## src/apdm_pkg.sv

```systemverilog
// Shared types, constants and threshold arithmetic for the action potential duration meter
`default_nettype none

package apdm_pkg;

  // stream word widths, fields packed from bit 0 and padded to whole bytes
  localparam int unsigned InDataW  = 88;
  localparam int unsigned OutDataW = 216;

  // field widths
  localparam int unsigned TimeW  = 32;
  localparam int unsigned VoltW  = 16;
  localparam int unsigned SlopeW = 18;
  localparam int unsigned BeatW  = 16;
  localparam int unsigned RatioW = 16;

  // divider step counter width
  localparam int unsigned DivStepW = $clog2(RatioW);

  // pending result queue
  localparam int unsigned QueueDepth = 4;
  localparam int unsigned QueuePtrW  = $clog2(QueueDepth);

  // slope maximum rearm value, -5000 V/s in 1/16 V/s
  localparam logic signed [SlopeW-1:0] SlopeRearm = -18'sd80000;

  // reciprocal of ten, 2^23 scale, exact for dividends below 2^22
  localparam logic [19:0] RecipTen = 20'd838861;

  // offset that makes the weighted sum non-negative, plus half of ten for rounding
  localparam logic signed [21:0] ThreshBias = 22'sd327685;

  // one finished measurement waiting for its ratio
  typedef struct packed {
    logic [BeatW-1:0]         beat;
    logic [TimeW-1:0]         start_time;
    logic signed [VoltW-1:0]  peak;
    logic signed [VoltW-1:0]  min_pot;
    logic signed [SlopeW-1:0] slope_max;
    logic [TimeW-1:0]         apd30;
    logic [TimeW-1:0]         apd50;
    logic [TimeW-1:0]         apd90;
  } job_t;

  typedef enum logic [1:0] {
    BackIdle,
    BackDiv,
    BackOut
  } back_state_e;

  // point between lo and hi weighted (lo*w_lo + hi*w_hi)/10, nearest, ties upward
  function automatic logic signed [VoltW-1:0] apdm_thresh(
    input logic signed [VoltW-1:0] lo,
    input logic signed [VoltW-1:0] hi,
    input logic [3:0]              w_lo,
    input logic [3:0]              w_hi
  );
    logic signed [21:0] sum;
    logic signed [21:0] biased;
    logic [39:0]        prod;
    sum = 22'(lo) * $signed({18'd0, w_lo}) + 22'(hi) * $signed({18'd0, w_hi});
    biased = sum + ThreshBias;
    prod = 40'(biased[19:0]) * 40'(RecipTen);
    // quotient minus 32768 wraps to flipping the top bit
    return {~prod[38], prod[37:23]};
  endfunction

endpackage

`default_nettype wire

```

## src/apdm_fifo.sv

```systemverilog
// Short queue of finished measurements between front and back
`default_nettype none

module apdm_fifo (
  input  wire                 clk_i,
  input  wire                 rst_ni,
  input  wire                 push_i,
  input  apdm_pkg::job_t      job_i,
  output logic                full_o,
  input  wire                 pop_i,
  output logic                valid_o,
  output apdm_pkg::job_t      job_o
);

  apdm_pkg::job_t                  mem_q [apdm_pkg::QueueDepth];
  logic [apdm_pkg::QueuePtrW-1:0]  wr_q, rd_q;
  logic [apdm_pkg::QueuePtrW:0]    cnt_q;

  // storage write
  always_ff @(posedge clk_i) begin
    if (push_i) begin
      mem_q[wr_q] <= job_i;
    end
  end

  // pointers and fill count
  always_ff @(posedge clk_i or negedge rst_ni) begin
    if (!rst_ni) begin
      wr_q  <= '0;
      rd_q  <= '0;
      cnt_q <= '0;
    end else begin
      if (push_i) begin
        wr_q <= wr_q + 1'b1;
      end
      if (pop_i) begin
        rd_q <= rd_q + 1'b1;
      end
      cnt_q <= cnt_q + (apdm_pkg::QueuePtrW+1)'(push_i) - (apdm_pkg::QueuePtrW+1)'(pop_i);
    end
  end

  // status and head entry
  assign full_o  = (cnt_q == (apdm_pkg::QueuePtrW+1)'(apdm_pkg::QueueDepth));
  assign valid_o = (cnt_q != '0);
  assign job_o   = mem_q[rd_q];

endmodule

`default_nettype wire

```

## config.mk

```make
export PLATFORM = sky130hd
export DESIGN_NAME = apdm_fifo
export DESIGN_NICKNAME = d
export VERILOG_FILES = /design/src/apdm_pkg.sv /design/src/apdm_fifo.sv
export SDC_FILE = /design/constraint.sdc
export NUM_CORES = 1
export LEC_CHECK = 0
export BUFFER_PORTS_ARGS = -buffer_cell sky130_fd_sc_hd__buf_2
export CORE_ASPECT_RATIO = 0.6
export CORE_MARGIN = 3
export CORE_UTILIZATION = 45
export DETAILED_ROUTE_END_ITERATION = 10
export PLACE_DENSITY = 0.69
export SYNTH_ARGS = -nofsm -noshare
export SYNTH_HDL_FRONTEND = slang
export SYNTH_SLANG_ARGS = --single-unit
```

## constraint.sdc

```tcl
create_clock -name clk_i -period 13.03 [get_ports clk_i]
set_clock_uncertainty 0.15 [all_clocks]
set_input_delay 0.6515 -clock clk_i [delete_from_list [all_inputs] [get_ports clk_i]]
set_output_delay 0.6515 -clock clk_i [all_outputs]
set_load 0.03 [all_outputs]
```

Word-level counts from Yosys, hierarchy flattened
Memories as Yosys holds them, arrays and structs flattened.
Cells that the tools add are included.
Word-level totals
  register bits after elaboration: 7
  RAM bits: 776
  output and inout port bits: 196
  word-level logic and storage cells: 12
  input port bits: 198
  memories kept: 1
Memory list
  mem_q: depth 4, bits a word 194, rd ports 1, clocked after Yosys merged registers in 0, write ports 1, RTL line apdm_fifo.sv:15  | apdm_pkg::job_t mem_q [apdm_pkg::QueueDepth];
Cells by class
  reductions and logical operators: 1
  equal/unequal tests: 1
  $add $sub $neg: 4
  muxes and demuxes: 2
Operators by type and width (count)
  $add A2 B1 Y2 const B: 2
  $add A3 B1 Y3: 1
  $eq A3 B3 Y1 const B: 1
  $reduce_bool A3 Y1: 1
  $sub A3 B1 Y3: 1
  $mux W1: 2

Longest topological paths before layout
Gate-level depths: netlist (run 1).
  word-level depth: 2
  mapped depth: 7
  gate-level depth less buffers: 7

Worst setup path after synthesis (run 1)
No wires, ideal clock.
  kind: input to register
  from: input port push_i
  to: memory mem_q[0][0] (netlist bit) (enable)
  data arrival time: 5.055 ns
  stages on the path: 1
  library setup time: 0.577 ns
  buffers on the path: 0
  setup slack: 7.247 ns
  data required time: 12.303 ns
  cell sequence: and2_1
Between the ends
  word-level cells in the longest chain between the ends: 2
RTL lines
  start: declaration: RTL line apdm_fifo.sv:7  | input wire push_i,
  $mux W1: RTL line apdm_fifo.sv:21  | if (push_i) begin
  $mux W1 (not written as such): RTL line apdm_fifo.sv:22  | mem_q[wr_q] <= job_i;
  end: declaration: RTL line apdm_fifo.sv:15
Every way passes these cells.

==> qor.yml, run 1 <==
outcome:
  status: "completed"
sta:
  drv_slew: 0
  holdWs_ps: 116
  rsz0062_at_grt: "no"
  slew_headroom_pct: 28.6
  tns_ps: 0
  layout_min_cycle_time_ps: 4830
  max_freq_mhz: 207
  setup_violations: 0
  worst_pin_slew_ps: 1070
  timing.final.crit_share_pct: 37.0
  hold_viol: 0
  setup_slack_ps: 8200
min_path:
  hold_class: "in -> reg"
clock_tree:
  clock_sinks: 783
  cts_buffer_depth: 3
  path_clk_slew_ps: 70
  cts_root_buffer: "clkbuf_16"
  tritoncts: "done"
  htree_levels: 3
  clock_latency_ps: 590
  postCtsSetupBuffers: 0
  cts_buffers: 71
global_routing:
  grt_max_degree: 69
  grt_pass1_wl_mm: 83.1
  grt_use_total_pct: 16.6
  gr-total-overflow: 0
  antenna_found_initial: 14
  grt_pass1_vias: 13357
floorplanning:
  ios: 394
  dieHeight_um: 201
  rows: 70
  core_area_mm2: 0.0617
  dieArea_mm2: 0.0664
  die_w_um: 331
  start_util_pct: 46.1
finish:
  final_cells: 2384
  drive_gt1_share_pct: 44.8
  final_cell_area_mm2: 0.0337
  fin_util_pct: 54.5
  fin_nets: 1694
  final_cell_mix: "edfxtp_1 (776), buf_2 (393), mux4_2 (171), clkbuf_16 (75), mux4_1 (23)"
  syn2layout_area_growth_pct: 18.3
  final_common_cell: "edfxtp_1"
yosys:
  synth_top_area_share_pct: 81.8
  synth.distinct_cells: 18
  yosysSeqAreaShare_pct: 82.5
  syn-mean-instance-area_um2: 27.2
  synthTopCellsByArea: "edfxtp_1 (82%), mux4_2 (14%), mux4_1 (2.1%)"
  synthesis.instances: 1048
  synth_seq_cells: 783
  ys_warn_count: 0
  syn_nets: 1253
  synth_area_leader_cell: "edfxtp_1"
  synth_area_mm2: 0.0285
routing:
  route.detailed.drc: 0
  wl_mm: 54.8
  post_drt_wl_per_cell_um: 23.0
  drtIter0Drc: 897
  vias: 12557
  firstDrtPassIters: 4
  vias_per_cell: 5.27
  drtAntennaViolNets: 0
placement:
  dp_hpwl_mm: 33.3
  place_ws_ps: 8650
  dpl_cell_area_mm2: 0.0313
  placedCellCount: 2243
  gp_congestion: 0.738
  port_buffers: 393
pwr:
  leakagePower_nw: 11.5
  finalPower_mw: 8.23
  peakVddDrop_v: 0.000177
  p_per_area_mw_per_mm2: 244
worst_setup_path:
  start_kind: "flip-flop"
  critPathKind: "reg -> out"
  cp.required_ps: 12230
  cp_max_fo: 53
  cp_data_arrival_time_ps: 4020
  worstSetupEndpointType: "output port"
  rrSetupSlack_ps: 9770
job:
  cap_violations: 0
synthesized netlist by cell type (all sizes together):
library cell  number
or3                1
mux4             194
clkbuf             5
buf               39
and3               1
and2               4
xor2               2
edfxtp           776
fa                 1
ha                 6
xnor2              3
o21ai              1
inv                6
dfrtp              7
nand2              2
path summary, 6_finish.rpt:
path | startpoint | to | cells after the start
max | rd_q[0] | job_o[159] | 4
max reg2reg | wr_q[0] | mem_q[2][102] | 5
min | job_i[190] | mem_q[2][190] | 1
max in group asynchronous | rst_ni | rd_q[1] | 2
min reg2reg | wr_q[0] | wr_q[0] | 1
min in group asynchronous | rst_ni | rd_q[0] | 2
state kept, by name, summed over array words and instances, names as in the netlist:
signal / cells
mem_q: 776
cnt_q: 3
rd_q: 2
wr_q: 2
repair_timing:
action	4_1_cts	5_1_grt
hold endpoints to repair	7	0
gates resized for setup	0	0
hold buffers	1	0
metal layers:
layer / vias up / wire (um) / track usage [%]
met5: - / 46 / 0
met4: 10 / 790 / 4.31
met3: 69 / 4490 / 5.36
met2: 384 / 26900 / 26.0
met1: 6607 / 22500 / 22.6
li1: 5487 / - / -
final cells by class:
| cell class | count | area [um^2] |
|---|---|---|
| Antenna cell | 12 | 30.0 |
| Clock buffer | 88 | 1930 |
| Clock inverter | 40 | 414 |
| Fill cell | 4607 | 28100 |
| Inverter | 6 | 22.5 |
| Multi-Input combinational cell | 215 | 4650 |
| Sequential cell | 783 | 23500 |
| Tap cell | 828 | 1040 |
| Timing Repair Buffer | 412 | 2110 |
critical path: stages (launching register included):
cell and delay (ps):
dfrtp_4 760, buf_4 710, buf_4 880, mux4_1 690, buf_2 200
report_power, final:
group	total, mW	internal [mW]	switching (mW)	leakage, nW
registers	3.46	3.30	0.163	7.21
logic	2.69	0.945	1.75	3.10
clock network	2.08	1.21	0.865	1.15
cells by family after synthesis:
kind of cell             after synthesis  synth area share [%]
AO/OA/AOI/OAI                          1                0.0176
XOR/XNOR                               5                 0.154
adder cells (fa/ha/maj)                7                 0.334
buffers and inverters                 50                  1.23
flip-flops                           783                  82.5
multiplexers                         194                  15.6
AND/OR/NAND/NOR                        8                 0.158
(Power assumes the default switching activity.)
==> inputs of run 2 (changes only) <==
Settings changed: PLACE_DENSITY 0.69 to 0.71.
Clock period 13.03 ns to 4.32 ns, I/O delays scaled along.
==> run 2 against run 1 <==
Highest routed layer unchanged. Flip-flop and latch count did not move. Largest cell class unchanged. First-iteration DRC count increased by 17%. Clock-buffer cell count up 2. Final cell count grew 8.1%. Critical path type unchanged. Non-clock buffer count up 203.
==> qor.yml, run 2 (synthesis gave the netlist of run 1 again) <==
routing:
  post_drt_wl_per_cell_um: 22.4
  wl_mm: 57.7
  firstDrtPassIters: 5
  vias: 13469
  drtIter0Drc: 1050
  route.detailed.drc: 0
  drtAntennaViolNets: 0
  vias_per_cell: 5.23
worst_setup_path:
  reg2reg_from: "wr_q[0]"
  rr_endpoint: "mem_q[0][128]"
  start_kind: "flip-flop"
  critPathKind: "reg -> out"
  cp_slowest_cell: "dfrtp_4"
  cp_max_fo: 34
  path_cells: "buf_4 -> mux4_1 -> buf_2"
  worstSetupEndpointType: "output port"
  r2r_cells: 4
  rrSetupSlack_ps: 1900
  cp.required_ps: 3950
  cp_data_arrival_time_ps: 2770
  max_stage_delay_ps: 880
clock_tree:
  tritoncts: "done"
  path_clk_slew_ps: 70
  cts_buffers: 71
  ctsResizeCount: 0
  htree_levels: 3
  clock_latency_ps: 600
  postCtsSetupBuffers: 0
  clock_sinks: 783
  cts_buffer_depth: 3
  cts_root_buffer: "clkbuf_16"
pwr:
  p_per_area_mw_per_mm2: 698
  leakagePower_nw: 12.3
  finalPower_mw: 24.9
  peakVddDrop_v: 0.000532
finish:
  syn2layout_area_growth_pct: 25.6
  largest_reg_flops: 776
  top_register: "mem_q"
  register_area_mm2: 0.0235
  reg_top3: "mem_q x776, cnt_q x3"
  drive_gt1_share_pct: 39.5
  fin_nets: 1897
  nFillCells: 4349
  final_cell_mix: "edfxtp_1 (776), buf_2 (393), dlygate4sd3_1 (198), mux4_2 (171), clkbuf_16 (74)"
  multiInputGateArea_mm2: 0.00465
  final_common_cell: "edfxtp_1"
sta:
  timing.final.crit_share_pct: 72.5
  layout_min_cycle_time_ps: 3130
  rsz0062_at_grt: "no"
  slew_headroom_pct: 38.6
  worst_pin_slew_ps: 921
  tns_ps: 0
  max_freq_mhz: 319
  setup_violations: 0
  hold_viol: 0
  drv_slew: 0
floorplanning:
  die_w_um: 331
  rows: 70
  dieHeight_um: 201
  start_util_pct: 46.1
  ios: 394
  core_area_mm2: 0.0617
  dieArea_mm2: 0.0664
global_routing:
  grt_pass1_wl_mm: 89.1
  grt_max_degree: 91
  gr-total-overflow: 0
  grt_use_total_pct: 17.7
  grt_pass1_vias: 14771
  antenna_found_initial: 5
outcome:
  status: "completed"
placement:
  gp_congestion: 0.720
  port_buffers: 393
  dp_hpwl_mm: 34.2
min_path:
  worstHoldEndpoint: "mem_q[2][25]"
  whs_path_depth: 2
  hold_class: "in -> reg"
  hold_start: "job_i[25]"
job:
  cap_violations: 0
## run 2: per-stage QoR
| stage | std cells | area (um^2) | hold slack (ps) | util (%) | setup slack (ps) |
|---|---|---|---|---|---|
| 2_1_floorplan | 1048 | 28500 | -230 | - | 731 |
| 3_3_place_gp | 2249 | 31500 | -82.8 | 51.1 | 1770 |
| 3_5_place_dp | 2249 | 31500 | -75.5 | 51.1 | 1770 |
| 4_1_cts | 2574 | 35700 | 146 | 57.9 | 1100 |
| 5_1_grt | 2576 | 35800 | 186 | 57.9 | 987 |
| 6_report | 2577 | 35800 | 200 | 57.9 | 1190 |
## run 2: worst max-delay path: cells and delay by family (launching register included)
| family | cells | cell delay [ps] |
|---|---|---|
| mux | 1 | 590 |
| buf+inv | 2 | 620 |
| flops | 1 | 880 |
## run 2: routing by layer
layer  vias up  GRT usage, %  routed length (um)
met1      7095          23.4               23400
met5         -             0                  28
li1       5882             -                   -
met3        88          4.83                4100
met2       400          29.2               29100
met4         4          4.54                1180
## run 2: area by class of cell
cell class / count / share of cell area, %
clock buffer: 90 / 5.38
tap: 828 / 2.90
multi-input combinational: 215 / 13.0
inverter: 6 / 0.0630
timing repair buffer: 615 / 12.1
sequential: 783 / 65.7
antenna: 3 / 0.0210
clock inverter: 37 / 0.829
## run 2: worst max-delay path by stage
stage / endpoint / cells past startpoint / start / slack [ps]
2_1_floorplan: mem_q[2][0] / 3 / wr_q[0] / 730
3_3_place_gp: job_o[155] / 3 / rd_q[0] / 1770
3_5_place_dp: job_o[97] / 3 / rd_q[0] / 1770
4_1_cts: job_o[97] / 3 / rd_q[0] / 1100
5_1_grt: job_o[159] / 3 / rd_q[0] / 990
6_report: job_o[159] / 3 / rd_q[0] / 1190
## run 2: power breakdown
| group | internal, mW | switching (mW) | total (mW) |
|---|---|---|---|
| Clock | 3.40 | 2.62 | 6.02 |
| Sequential | 9.92 | 0.449 | 10.4 |
| Combinational | 3.12 | 5.44 | 8.56 |
| Total | 16.4 | 8.51 | 24.9 |
## run 2: repair_timing
| item | 4_1_cts | 5_1_grt |
|---|---|---|
| hold buffers | 198 | 0 |
| endpoints found under the setup margin | 0 | 0 |
| hold endpoints to repair | 789 | 0 |
