$ cat config.mk
export PLATFORM = sky130hd
export DESIGN_NAME = apdm_back
export DESIGN_NICKNAME = d
export VERILOG_FILES = /design/src/apdm_pkg.sv /design/src/apdm_back.sv
export SDC_FILE = /design/constraint.sdc
export NUM_CORES = 1
export LEC_CHECK = 0
export BUFFER_PORTS_ARGS = -buffer_cell sky130_fd_sc_hd__buf_4
export CORE_AREA = 2 2 161 163
export CTS_CLUSTER_SIZE = 16
export DETAILED_ROUTE_END_ITERATION = 8
export DIE_AREA = 0 0 163 165
export HOLD_SLACK_MARGIN = 0.06
export PLACE_DENSITY = 0.7
export SLEW_MARGIN = 20
export SYNTH_ARGS = -nofsm -noshare
export SYNTH_HDL_FRONTEND = slang
export SYNTH_SLANG_ARGS = --single-unit
$ cat constraint.sdc
create_clock -name clk_i -period 6.3 [get_ports clk_i]
set_input_delay 0.315 -clock clk_i [delete_from_list [all_inputs] [get_ports clk_i]]
set_output_delay 0.315 -clock clk_i [all_outputs]
set_load 0.005 [all_outputs]
$ cat src/apdm_pkg.sv
// Shared types, constants and threshold arithmetic for the action potential duration meter
`default_nettype none

package apdm_pkg;

  // stream word widths, fields packed from bit 0 and padded to whole bytes
  localparam int unsigned InDataW  = 88;
  localparam int unsigned OutDataW = 216;

  // field widths
  localparam int unsigned TimeW  = 32;
  localparam int unsigned VoltW  = 16;
  localparam int unsigned SlopeW = 18;
  localparam int unsigned BeatW  = 16;
  localparam int unsigned RatioW = 16;

  // divider step counter width
  localparam int unsigned DivStepW = $clog2(RatioW);

  // pending result queue
  localparam int unsigned QueueDepth = 4;
  localparam int unsigned QueuePtrW  = $clog2(QueueDepth);

  // slope maximum rearm value, -5000 V/s in 1/16 V/s
  localparam logic signed [SlopeW-1:0] SlopeRearm = -18'sd80000;

  // reciprocal of ten, 2^23 scale, exact for dividends below 2^22
  localparam logic [19:0] RecipTen = 20'd838861;

  // offset that makes the weighted sum non-negative, plus half of ten for rounding
  localparam logic signed [21:0] ThreshBias = 22'sd327685;

  // one finished measurement waiting for its ratio
  typedef struct packed {
    logic [BeatW-1:0]         beat;
    logic [TimeW-1:0]         start_time;
    logic signed [VoltW-1:0]  peak;
    logic signed [VoltW-1:0]  min_pot;
    logic signed [SlopeW-1:0] slope_max;
    logic [TimeW-1:0]         apd30;
    logic [TimeW-1:0]         apd50;
    logic [TimeW-1:0]         apd90;
  } job_t;

  typedef enum logic [1:0] {
    BackIdle,
    BackDiv,
    BackOut
  } back_state_e;

  // point between lo and hi weighted (lo*w_lo + hi*w_hi)/10, nearest, ties upward
  function automatic logic signed [VoltW-1:0] apdm_thresh(
    input logic signed [VoltW-1:0] lo,
    input logic signed [VoltW-1:0] hi,
    input logic [3:0]              w_lo,
    input logic [3:0]              w_hi
  );
    logic signed [21:0] sum;
    logic signed [21:0] biased;
    logic [39:0]        prod;
    sum = 22'(lo) * $signed({18'd0, w_lo}) + 22'(hi) * $signed({18'd0, w_hi});
    biased = sum + ThreshBias;
    prod = 40'(biased[19:0]) * 40'(RecipTen);
    // quotient minus 32768 wraps to flipping the top bit
    return {~prod[38], prod[37:23]};
  endfunction

endpackage

`default_nettype wire

$ cat src/apdm_back.sv
// Back end: APD50/APD90 ratio by restoring division and the result register
`default_nettype none

module apdm_back (
  input  wire                                 clk_i,
  input  wire                                 rst_ni,
  input  wire                                 job_valid_i,
  input  apdm_pkg::job_t                      job_i,
  output logic                                pop_o,
  output logic                                m_axis_tvalid,
  input  wire                                 m_axis_tready,
  output logic [apdm_pkg::OutDataW-1:0]       m_axis_tdata
);

  apdm_pkg::back_state_e             state_q, state_d;
  apdm_pkg::job_t                    job_q, job_d;
  logic [apdm_pkg::TimeW-1:0]        rem_q, rem_d;
  logic [apdm_pkg::RatioW-1:0]       quo_q, quo_d;
  logic [apdm_pkg::DivStepW-1:0]     step_q, step_d;
  logic [apdm_pkg::TimeW:0]          rem2, diff;
  logic                              ge;

  // state register
  always_ff @(posedge clk_i or negedge rst_ni) begin
    if (!rst_ni) begin
      state_q <= apdm_pkg::BackIdle;
    end else begin
      state_q <= state_d;
    end
  end

  // datapath registers
  always_ff @(posedge clk_i) begin
    job_q  <= job_d;
    rem_q  <= rem_d;
    quo_q  <= quo_d;
    step_q <= step_d;
  end

  // one quotient bit per cycle
  always_comb begin
    rem2 = {rem_q, 1'b0};
    diff = rem2 - {1'b0, job_q.apd90};
    ge   = !diff[apdm_pkg::TimeW];
  end

  // next state and outputs
  always_comb begin
    state_d       = state_q;
    job_d         = job_q;
    rem_d         = rem_q;
    quo_d         = quo_q;
    step_d        = step_q;
    pop_o         = 1'b0;
    m_axis_tvalid = 1'b0;
    unique case (state_q)
      apdm_pkg::BackIdle: begin
        if (job_valid_i) begin
          pop_o  = 1'b1;
          job_d  = job_i;
          rem_d  = job_i.apd50;
          quo_d  = '0;
          step_d = '0;
          // apd50 not below apd90 (or apd90 zero) saturates the ratio
          if (job_i.apd50 >= job_i.apd90) begin
            quo_d   = '1;
            state_d = apdm_pkg::BackOut;
          end else begin
            state_d = apdm_pkg::BackDiv;
          end
        end
      end
      apdm_pkg::BackDiv: begin
        rem_d  = ge ? diff[apdm_pkg::TimeW-1:0] : rem2[apdm_pkg::TimeW-1:0];
        quo_d  = {quo_q[apdm_pkg::RatioW-2:0], ge};
        step_d = step_q + 1'b1;
        if (step_q == apdm_pkg::DivStepW'(apdm_pkg::RatioW - 1)) begin
          state_d = apdm_pkg::BackOut;
        end
      end
      apdm_pkg::BackOut: begin
        m_axis_tvalid = 1'b1;
        if (m_axis_tready) begin
          state_d = apdm_pkg::BackIdle;
        end
      end
      default: begin
        state_d = apdm_pkg::BackIdle;
      end
    endcase
  end

  // result word
  assign m_axis_tdata = {6'd0, quo_q, job_q.apd90, job_q.apd50, job_q.apd30,
                         job_q.slope_max, job_q.min_pot, job_q.peak,
                         job_q.start_time, job_q.beat};

endmodule

`default_nettype wire

# Word level (Yosys, flattened, before mapping)
# Index checks and enable logic that the tools add are counted.
# totals
register_bits,248
latch_bits,0
mem_bits_rw,0
mem_bits_ro,0
inputBits,198
out_inout_bits,218
word_cells,43
memories,0
# classes
add_sub_neg,2
n_mul,0
div_mod_pow,0
order_cmp,1
n_eq_ne,6
shift,0
mux,16
bitwise_logic,0
n_reduce_logical,6
# ops
operator,count
$mux 32,2
$pmux 32 s2,1
$sub 33x32->33,1
$ge 32x32->1,1
$mux 16,2
$pmux 16 s2,1
$mux 2,4
$pmux 4 s2,1
$ne 2x2->1 const B,3
$pmux 2 s3,1
$add 4x1->4 const B,1
$eq 4x4->1 const B,1
$mux 4,1
$reduce_and 2->1,2
$mux 1,3
$reduce_and 3->1,1
$eq 2x1->1 const B,1
$eq 2x2->1 const B,1
$logic_not 2->1,1
$reduce_bool 2->1,1
$logic_not 1->1,1

# Logic depth before layout (Yosys ltp)
# Gate-level depths: netlist of run 1.
# depth
word_depth,4
depth_mapped,14
mapped_depth_nobuf,11

# Worst setup path after synthesis of run 1
# Ideal clock, no wire load.
# synth_timing
kind,register to register
start,reg state_q[0]
end,"reg job_q, in the netlist m_axis_tdata[0], enable pin"
setup_ps,549
arrival_time_ps,4365
t_required_ps,5751
setup_slack_ps,1386
path_stages_with_launch,4
path_buffers,0
synth_period_minus_slack_ps,4914
path_cell_list,dfrtp_1 -> nor2_1 -> nand2_1 -> inv_1
# synth_via
elab_chain_len,2
# synth_lines
element,line_no,text
from (decl),apdm_back.sv:15,"apdm_pkg::back_state_e state_q, state_d;"
from (signal assigned),apdm_back.sv:26,state_q <= apdm_pkg::BackIdle;
from (signal assigned),apdm_back.sv:28,state_q <= state_d;
$logic_not 2->1,apdm_back.sv:56,unique case (state_q)
$reduce_and 2->1 (no line),-,
to (signal assigned),apdm_back.sv:34,job_q <= job_d;
to (decl),apdm_back.sv:16,"apdm_pkg::job_t job_q, job_d;"
# No other way between the ends.
# A chain may end at the register's enable or synchronous reset.

# Worst setup path after layout of run 1
# layout_timing
start,"reg job_q, in the netlist m_axis_tdata[162]"
end,"reg rem_q[20] (netlist bit), data pin"
# layout_via
elab_chain_len,3
# layout_lines
element,line_no,text
$sub 33x32->33,apdm_back.sv:43,"diff = rem2 - {1'b0, job_q.apd90};"
$mux 32,apdm_back.sv:74,rem_d = ge ? diff[apdm_pkg::TimeW-1:0] : rem2[apdm_pkg::TimeW-1:0];
$pmux 32 s2,apdm_back.sv:56,
"named net rem_d, one bit",apdm_back.sv:17,"logic [apdm_pkg::TimeW-1:0] rem_q, rem_d;"
to (signal assigned),apdm_back.sv:35,rem_q <= rem_d;
to (decl),apdm_back.sv:17,
# The timed path passes the listed nets, and every way through them passes these cells.

==> metrics.md, run 1 <==
| Metric | Value |
|---|---|
| Post-route clock period utilization | `56.85%` |
| Gr usage total | `23.37%` |
| Largest net degree at the start of global routing | `141` |
| Leakage power | `7.439 nW` |
| Tightest Pin Transition | `983.5 ps` |
| Die height | `165 µm` |
| CP required | `6570 ps` |
| Largest incremental delay on the critical path | `610 ps` |
| Final wirelength | `32510 µm` |
| Yosys reg bits | `248` |
| Netlist area before placement | `0.01108 mm²` |
| CP bufs+invs | `0` |
| Clk buf depth | `3` |
| CP Launch Type | `register` |
| Clk Latency, worst-skew pair | `550 ps` |
| Worst path slowest cell | `and2_4` |
| Clk sink count | `248` |
| H-tree levels | `1` |
| Maximum VDD drop | `342.8 µV` |
| Global-route wire length before repair | `48620 µm` |
| Filler instances | `1726` |
| Mean cell area of the mapped netlist | `13.76 µm²` |
| Total CTS buffers | `27` |
| WL/cell | `18.42 µm` |
| Clk root buf | `clkbuf_16` |
| RSZ-0062 raised after global routing | `no` |
| DRT iter0 DRCs | `631` |
| Antenna-violating nets left | `0` |
| Clock transition at the registers of the reported paths | `60 ps` |
| DIE WIDTH | `163 µm` |
| Critical path, cell by cell | `fa_1, nand2b_1, a21o_1, a211oi_2, a211o_1, a21oi_4, mux2i_1, and2_4, mux2i_1, o21ai_1` |
| Relative slew slack | `34.43%` |
| Post-layout min period | `3581 ps` |
| I/O pin total | `416` |
| Placed Area | `0.01445 mm²` |
| Yosys top cell by area | `edfxtp_1` |
| Final hold viol count | `0` |
| Standard-cell row count | `58` |
| Synthesized instance count | `805` |
| Yosys warnings | `0` |
| CP Max Fanout | `38` |
| Delay-heaviest family, CP | `compound AO/OA/AOI/OAI gates` |
| Port Buf Inserts | `409` |
| Most Frequent Cell on Critical Path | `mux2i_1` |
| Area growth syn-to-layout | `56.06%` |
| CTS tree | `done` |
| Starting Density | `44.26%` |
| DR WL met2 | `17020 µm` |
| Synth cell types | `57` |
| Remaining Overflow, GRT | `0` |
| Highest routed layer | `met4` |
| Status | `complete, no violations` |
| Design Area, Final | `0.01729 mm²` |
| Post-synthesis sequential area ratio | `67.12%` |
| Final HPWL from detailed placement | `21900 µm` |
| Post-cts sizing count | `0` |
| Fin. max-slew vios | `0` |
| Initial antenna violation count | `1` |
| Clock skew | `9.550 ps` |
| Pwr Density | `426.5 mW/mm²` |
| Top cells by area, synth | `edfxtp_1 67%, ha_1 7.2%, inv_1 2.4%, mux2i_1 2.2%, nand2_1 2.0%` |
| Post-DR vias/cell | `4.964` |
| First drt pass iteration count | `5` |
| Share of the synthesized area in the top cell type | `66.67%` |
| Fin Setup TNS | `0 ps` |
| Die Area | `0.02690 mm²` |
| Vias in the first global route | `9149` |
| Post-synth ARST share | `0.8065%` |
| DRT met1 WL | `12390 µm` |
| Core area | `0.02504 mm²` |
| R2R Setup Slk | `2720 ps` |
| Met3 wire len | `2297 µm` |
| Nets | `1676` |
| Peak Freq | `0.2792 GHz` |
| Crit. End Element | `register` |
| Main synth FF type | `edfxtp_1` |
| Max_cap viols | `0` |
| Hold Path Class | `in2async` |
| GP Congestion | `0.8625` |
| Post-synth EDFFs | `246` |
| Total number of vias | `8761` |
| Post-route core utilization | `69.07%` |
| Setup CP Type | `reg2reg` |
| Crit Reg-Reg Startpoint | `m_axis_tdata[162]` |
| Arrival @ worst endpoint | `3850 ps` |
| # setup viols final | `0` |
| Crit path launch | `m_axis_tdata[162]` |
| Post-route DRC | `0` |
| Share of cells above drive strength 1 | `31.80%` |
area by class of cell:
type / count / area (µm²) / share of cell area (%)
Sequential cell: 248 / 7437 / 43.01
Clock buffer: 32 / 694.4 / 4.016
Tap cell: 330 / 412.9 / 2.388
Antenna cell: 1 / 2.502 / 0.01447
Timing Repair Buffer: 608 / 5052 / 29.22
Multi-Input combinational cell: 456 / 3218 / 18.61
Inverter: 72 / 277.8 / 1.606
Clock inverter: 18 / 197.7 / 1.143
Yosys cell counts (3+ instances only):
library cell  number
edfxtp_1         246
inv_1             72
ha_1              64
nand2_1           59
a21oi_1           39
o21ai_0           34
nor2_1            31
mux2i_1           24
a21o_1            21
o21a_1            20
clkbuf_1          18
nand3_1           15
xnor2_1           15
xor2_1            13
nand4_1           10
o21ai_1           10
o211ai_1           9
buf_4              8
nor2b_1            8
a31oi_1            7
nand2b_1           7
nor3_1             7
a211oi_1           5
buf_2              5
a41oi_1            4
nor4_1             4
o31ai_1            4
a211o_1            3
a21boi_0           3
nor4b_1            3
layout by cell type, fill, tap and decap left out, types with 7 or more instances in the layout:
cell / synthesis / layout
a21oi_1: 39 / 39
a31oi_1: 7 / 7
mux2i_1: 24 / 24
clkinv_1: 0 / 8
buf_4: 8 / 413
o21a_1: 20 / 20
a21o_1: 21 / 21
nand4_1: 10 / 10
nand2_1: 59 / 58
dlygate4sd3_1: 0 / 195
nor2b_1: 8 / 8
o21ai_1: 10 / 10
nor3_1: 7 / 7
ha_1: 64 / 64
xnor2_1: 15 / 15
inv_1: 72 / 71
nor2_1: 31 / 31
nand3_1: 15 / 15
o211ai_1: 9 / 9
edfxtp_1: 246 / 246
clkbuf_16: 0 / 27
o21ai_0: 34 / 34
xor2_1: 13 / 13
routing by layer:
metal	global-route usage, %	up-vias
met5	0	-
met4	6.476	0
met3	5.475	53
met2	43.37	360
met1	26.99	4156
li1	-	4192
repair_timing:
| item | 4_1_cts | 5_1_grt |
|---|---|---|
| endpoints found under the hold margin | 199 | 0 |
| hold buffers | 195 | 0 |
| buffers inserted | 0 | 0 |
worst paths after layout:
path                               to  cells past startpoint
max                         rem_q[20]                     10
min                        state_q[1]                      2
min in group clk_i         state_q[1]                      4
min reg2reg                 quo_q[13]                      1
max reg2reg                 rem_q[20]                     10
max in group asynchronous  state_q[0]                      2
power breakdown:
part           internal (mW)  leakage (nW)  switching (mW)
clock network          0.952         0.433           0.665
logic                   1.37          4.65            1.71
registers               2.48          2.36           0.199
total                   4.80          7.44            2.57
logic make-up (layout without fill, tap and decap cells):
family / count (synthesis) / count (layout) / share of synthesized area [%]
AO/OA/AOI/OAI: 176 / 176 / 10.29
XOR/XNOR: 28 / 28 / 2.213
adder cells (fa/ha/maj): 65 / 65 / 7.407
buffers and inverters: 106 / 730 / 4.054
flip-flops: 248 / 248 / 67.12
multiplexers: 24 / 24 / 2.168
other: 1 / 7 / 0.03384
AND/OR/NAND/NOR: 157 / 157 / 6.719
metrics by stage:
stage               worst slack (ps)  instances  total power, mW  hold slack (ps)
finish                          2719       1765            7.375            89.64
global route                    2434       1765            7.825            102.4
CTS                             2689       1764            7.388            66.85
detailed placement              2715       1519            5.673            100.0
global placement                2849       1519            5.614            99.15
floorplan                       1386        810            4.698            19.41
state kept, by name, summed over array words and instances (netlist names):
signal        cells
rem_q            32
step_q            4
m_axis_tdata    194
quo_q            16
state_q           2
Note: power is estimated with default switching activity, not from simulation.
==> inputs of run 2 (changes only) <==
clock period = 3.5 ns   (was 6.3 ns; I/O delays follow)
==> run 2 against run 1 <==
Effect of this change:
- sequential share of layout area decreased by 0.43 points
- largest cell class unchanged
- count of clock-buffer cells in the layout decreased by 1
- flip-flop and latch count unchanged
- via count increased by 0.51%
==> metrics.md, run 2 (synthesis gave the netlist of run 1 again) <==
| Metric | Value |
|---|---|
| Worst hold start | `job_i[81]` |
| DR WL met2 | `17130 µm (+0.62%)` |
| Antenna-violating nets left | `0 (unchanged)` |
| Most Frequent Cell on Critical Path | `mux2i_1` |
| DRT iter0 DRCs | `539 (-15%)` |
| CP Max Fanout | `18 (-53%)` |
| Crit path depth | `11 (+1)` |
| R2R Setup Slk | `200 ps (-2520 ps)` |
| # setup viols final | `0 (unchanged)` |
| Die Area | `0.02690 mm² (unchanged)` |
| First drt pass iteration count | `5 (unchanged)` |
| Final HPWL from detailed placement | `22430 µm (+2.4%)` |
| Placed cells | `1527 (+0.53%)` |
| CP bufs+invs | `1 (+1)` |
| Final hold viol count | `0 (unchanged)` |
| Pwr Total | `13.58 mW (+84%)` |
| Most frequent cells in the layout | `417 x buf_4, 246 x edfxtp_1, 198 x dlygate4sd3_1, 71 x inv_1, 64 x ha_1` |
| Share of cells above drive strength 1 | `32.60% (+0.80 points)` |
| Global-route wire length before repair | `48960 µm (+0.71%)` |
| Delay-heaviest family, CP | `compound AO/OA/AOI/OAI gates` |
| Commonest non-fill, non-tap cell in the layout | `buf_4` |
| Worst Reg-to-Reg Cells | `11 (+1)` |
| Area growth syn-to-layout | `57.62%` |
| # Post-CTS Setup Buffers | `0 (unchanged)` |
| Remaining Overflow, GRT | `0 (unchanged)` |
| RSZ-0062 raised after global routing | `no` |
| FF-to-FF End | `rem_q[25]` |
| Switch Pwr | `4.675 mW (+82%)` |
| Leakage power | `7.520 nW (+1.1%)` |
| Hold buffers post-CTS | `198 (+1.5%)` |
| Clock transition at the registers of the reported paths | `60 ps (about the same)` |
| GP Congestion | `0.8659 (+0.39%)` |
| Post-cts sizing count | `0 (unchanged)` |
| Initial antenna violation count | `1 (unchanged)` |
| Nets | `1687 (+0.66%)` |
| Fin. max-slew vios | `0 (unchanged)` |
| Worst setup endpoint | `rem_q[25]` |
| Core area | `0.02504 mm² (unchanged)` |
| Crit path launch | `m_axis_tdata[162]` |
| Relative slew slack | `57.87% (+23 points)` |
| CP required | `3760 ps (-2810 ps)` |
| Gr usage total | `23.56% (+0.19 points)` |
| Max FFs per register | `194 (unchanged)` |
| Standard-cell row count | `58 (unchanged)` |
| Clk root buf | `clkbuf_16` |
| Critical path, cell by cell | `fa_1, nand2b_1, a21o_1, a211oi_2, a211o_1, a21oi_4, mux2i_1, and2_4, buf_4, mux2i_1, o21ai_1` |
| Status | `complete, no violations` |
| Place WS | `229.0 ps (-2486 ps)` |
| DIE WIDTH | `163 µm (unchanged)` |
| Clk sink count | `248 (unchanged)` |
| Crit Reg-Reg Startpoint | `m_axis_tdata[162]` |
| Worst path slowest cell | `fa_1` |
| Final Non-Filler Cells | `1775 (+0.57%)` |
| Post-DR vias/cell | `4.961 (about the same)` |
| Max_cap viols | `0 (unchanged)` |
| Clk buf depth | `3 (unchanged)` |
| Final WS setup | `200.8 ps (-2518 ps)` |
| Met3 wire len | `2241 µm (-2.4%)` |
| Logic pwr share | `42.5% (+0.8 points)` |
| Post-layout min period | `3299 ps (-282.2 ps)` |
| Switching share of power | `34.43% (-0.44 points)` |
| Total number of vias | `8806 (+0.51%)` |
| Largest net degree at the start of global routing | `75 (-47%)` |
| Vias in the first global route | `9113 (-0.39%)` |
| Highest routed layer | `met5` |
| Post-route core utilization | `69.76% (+0.69 points)` |
| Setup CP Type | `reg2reg` |
| Tightest Pin Transition | `630.7 ps (-352.8 ps)` |
| Ant. Diodes | `0 (-1)` |
| Post-route DRC | `0 (unchanged)` |
| Post-route clock period utilization | `94.26% (+37 points)` |
| Arrival @ worst endpoint | `3560 ps (-290 ps)` |
| Reg power frac | `35.6% (-0.8 points)` |
| Total CTS buffers | `27 (unchanged)` |
| Port Buf Inserts | `409 (unchanged)` |
| I/O pin total | `416 (unchanged)` |
| DRT met1 WL | `12500 µm (+0.94%)` |
| Int Power | `8.905 mW (+85%)` |
| Clock skew | `10.07 ps (+0.5146 ps)` |
| WL/cell | `18.45 µm (+0.13%)` |
| Clock power frac | `22.0% (about the same)` |
| Largest incremental delay on the critical path | `490 ps (-120 ps)` |
| Pwr Density | `777.5 mW/mm² (+82%)` |
| CTS tree | `done` |
| Maximum VDD drop | `584.0 µV (+70%)` |
| Hold Path Class | `in2reg` |
| Final wirelength | `32740 µm (+0.70%)` |
| Placed Area | `0.01455 mm² (+0.74%)` |
| Design Area, Final | `0.01747 mm² (+1.0%)` |
| CP Launch Type | `register` |
| Peak Freq | `0.3031 GHz (+8.6%)` |
| Die height | `165 µm (unchanged)` |
| Clk Latency, worst-skew pair | `540 ps (about the same)` |
| Crit. End Element | `register` |
| Starting Density | `44.26% (unchanged)` |
| H-tree levels | `1 (unchanged)` |
-- run 2: changes by cell type in the layout (fill, tap and decap cells not counted), sizes merged --
| cell | before | now |
|---|---|---|
| clkbuf | 32 | 31 |
| dlygate4sd3 | 195 | 198 |
| buf | 413 | 421 |
| bufinv | 4 | 5 |
| clkinv | 12 | 10 |
| diode | 1 | 0 |
| clkinvlp | 1 | 3 |
-- run 2: how the worst min path moves through the flow --
stage,depth (start not counted),slack (ps),end
floorplan,0,-120,state_q[0]
global placement,1,-40,state_q[1]
detailed placement,1,-40,state_q[0]
CTS,2,330,m_axis_tdata[96]
global route,2,330,m_axis_tdata[126]
finish,2,350,m_axis_tdata[115]
-- run 2: power groups by stage --
| stage | clock network, mW | logic (mW) | registers, mW |
|---|---|---|---|
| CTS | 3.04 | 5.78 | 4.81 |
| global placement | 0 | 5.48 | 4.83 |
| floorplan | 0 | 3.50 | 4.92 |
| global route | 3.15 | 6.35 | 4.90 |
| detailed placement | 0 | 5.58 | 4.86 |
| finish | 2.98 | 5.77 | 4.83 |
-- run 2: metal layers --
layer,up-vias,GRT usage [%]
met1,4194,27.28
met2,324,43.61
met4,2,6.798
met3,57,5.399
li1,4229,-
met5,-,0
-- run 2: per-stage QoR --
stage,setup TNS (ps),hold WS [ps]
6_report,0,349.0
5_1_grt,0,334.8
4_1_cts,0,329.2
3_5_place_dp,0,-39.72
3_3_place_gp,0,-41.72
2_1_floorplan,-64840,-120.6
-- run 2: final cells by class --
cell class                      instances  area (µm²)
Fill cell                            1711        7571
Sequential cell                       248        7437
Timing Repair Buffer                  619        5192
Multi-Input combinational cell        456        3218
Clock buffer                           31       690.7
Tap cell                              330       412.9
Inverter                               72       274.0
Clock inverter                         19       240.2
-- run 2: worst reg2reg max path, cell delays in order, from the launching register on --
cell and delay, ps:
edfxtp_1 450, fa_1 490, nand2b_1 180, a21o_1 190, a211oi_2 290, a211o_1 270
a21oi_4 90, mux2i_1 190, and2_4 380, buf_4 210, mux2i_1 190, o21ai_1 80
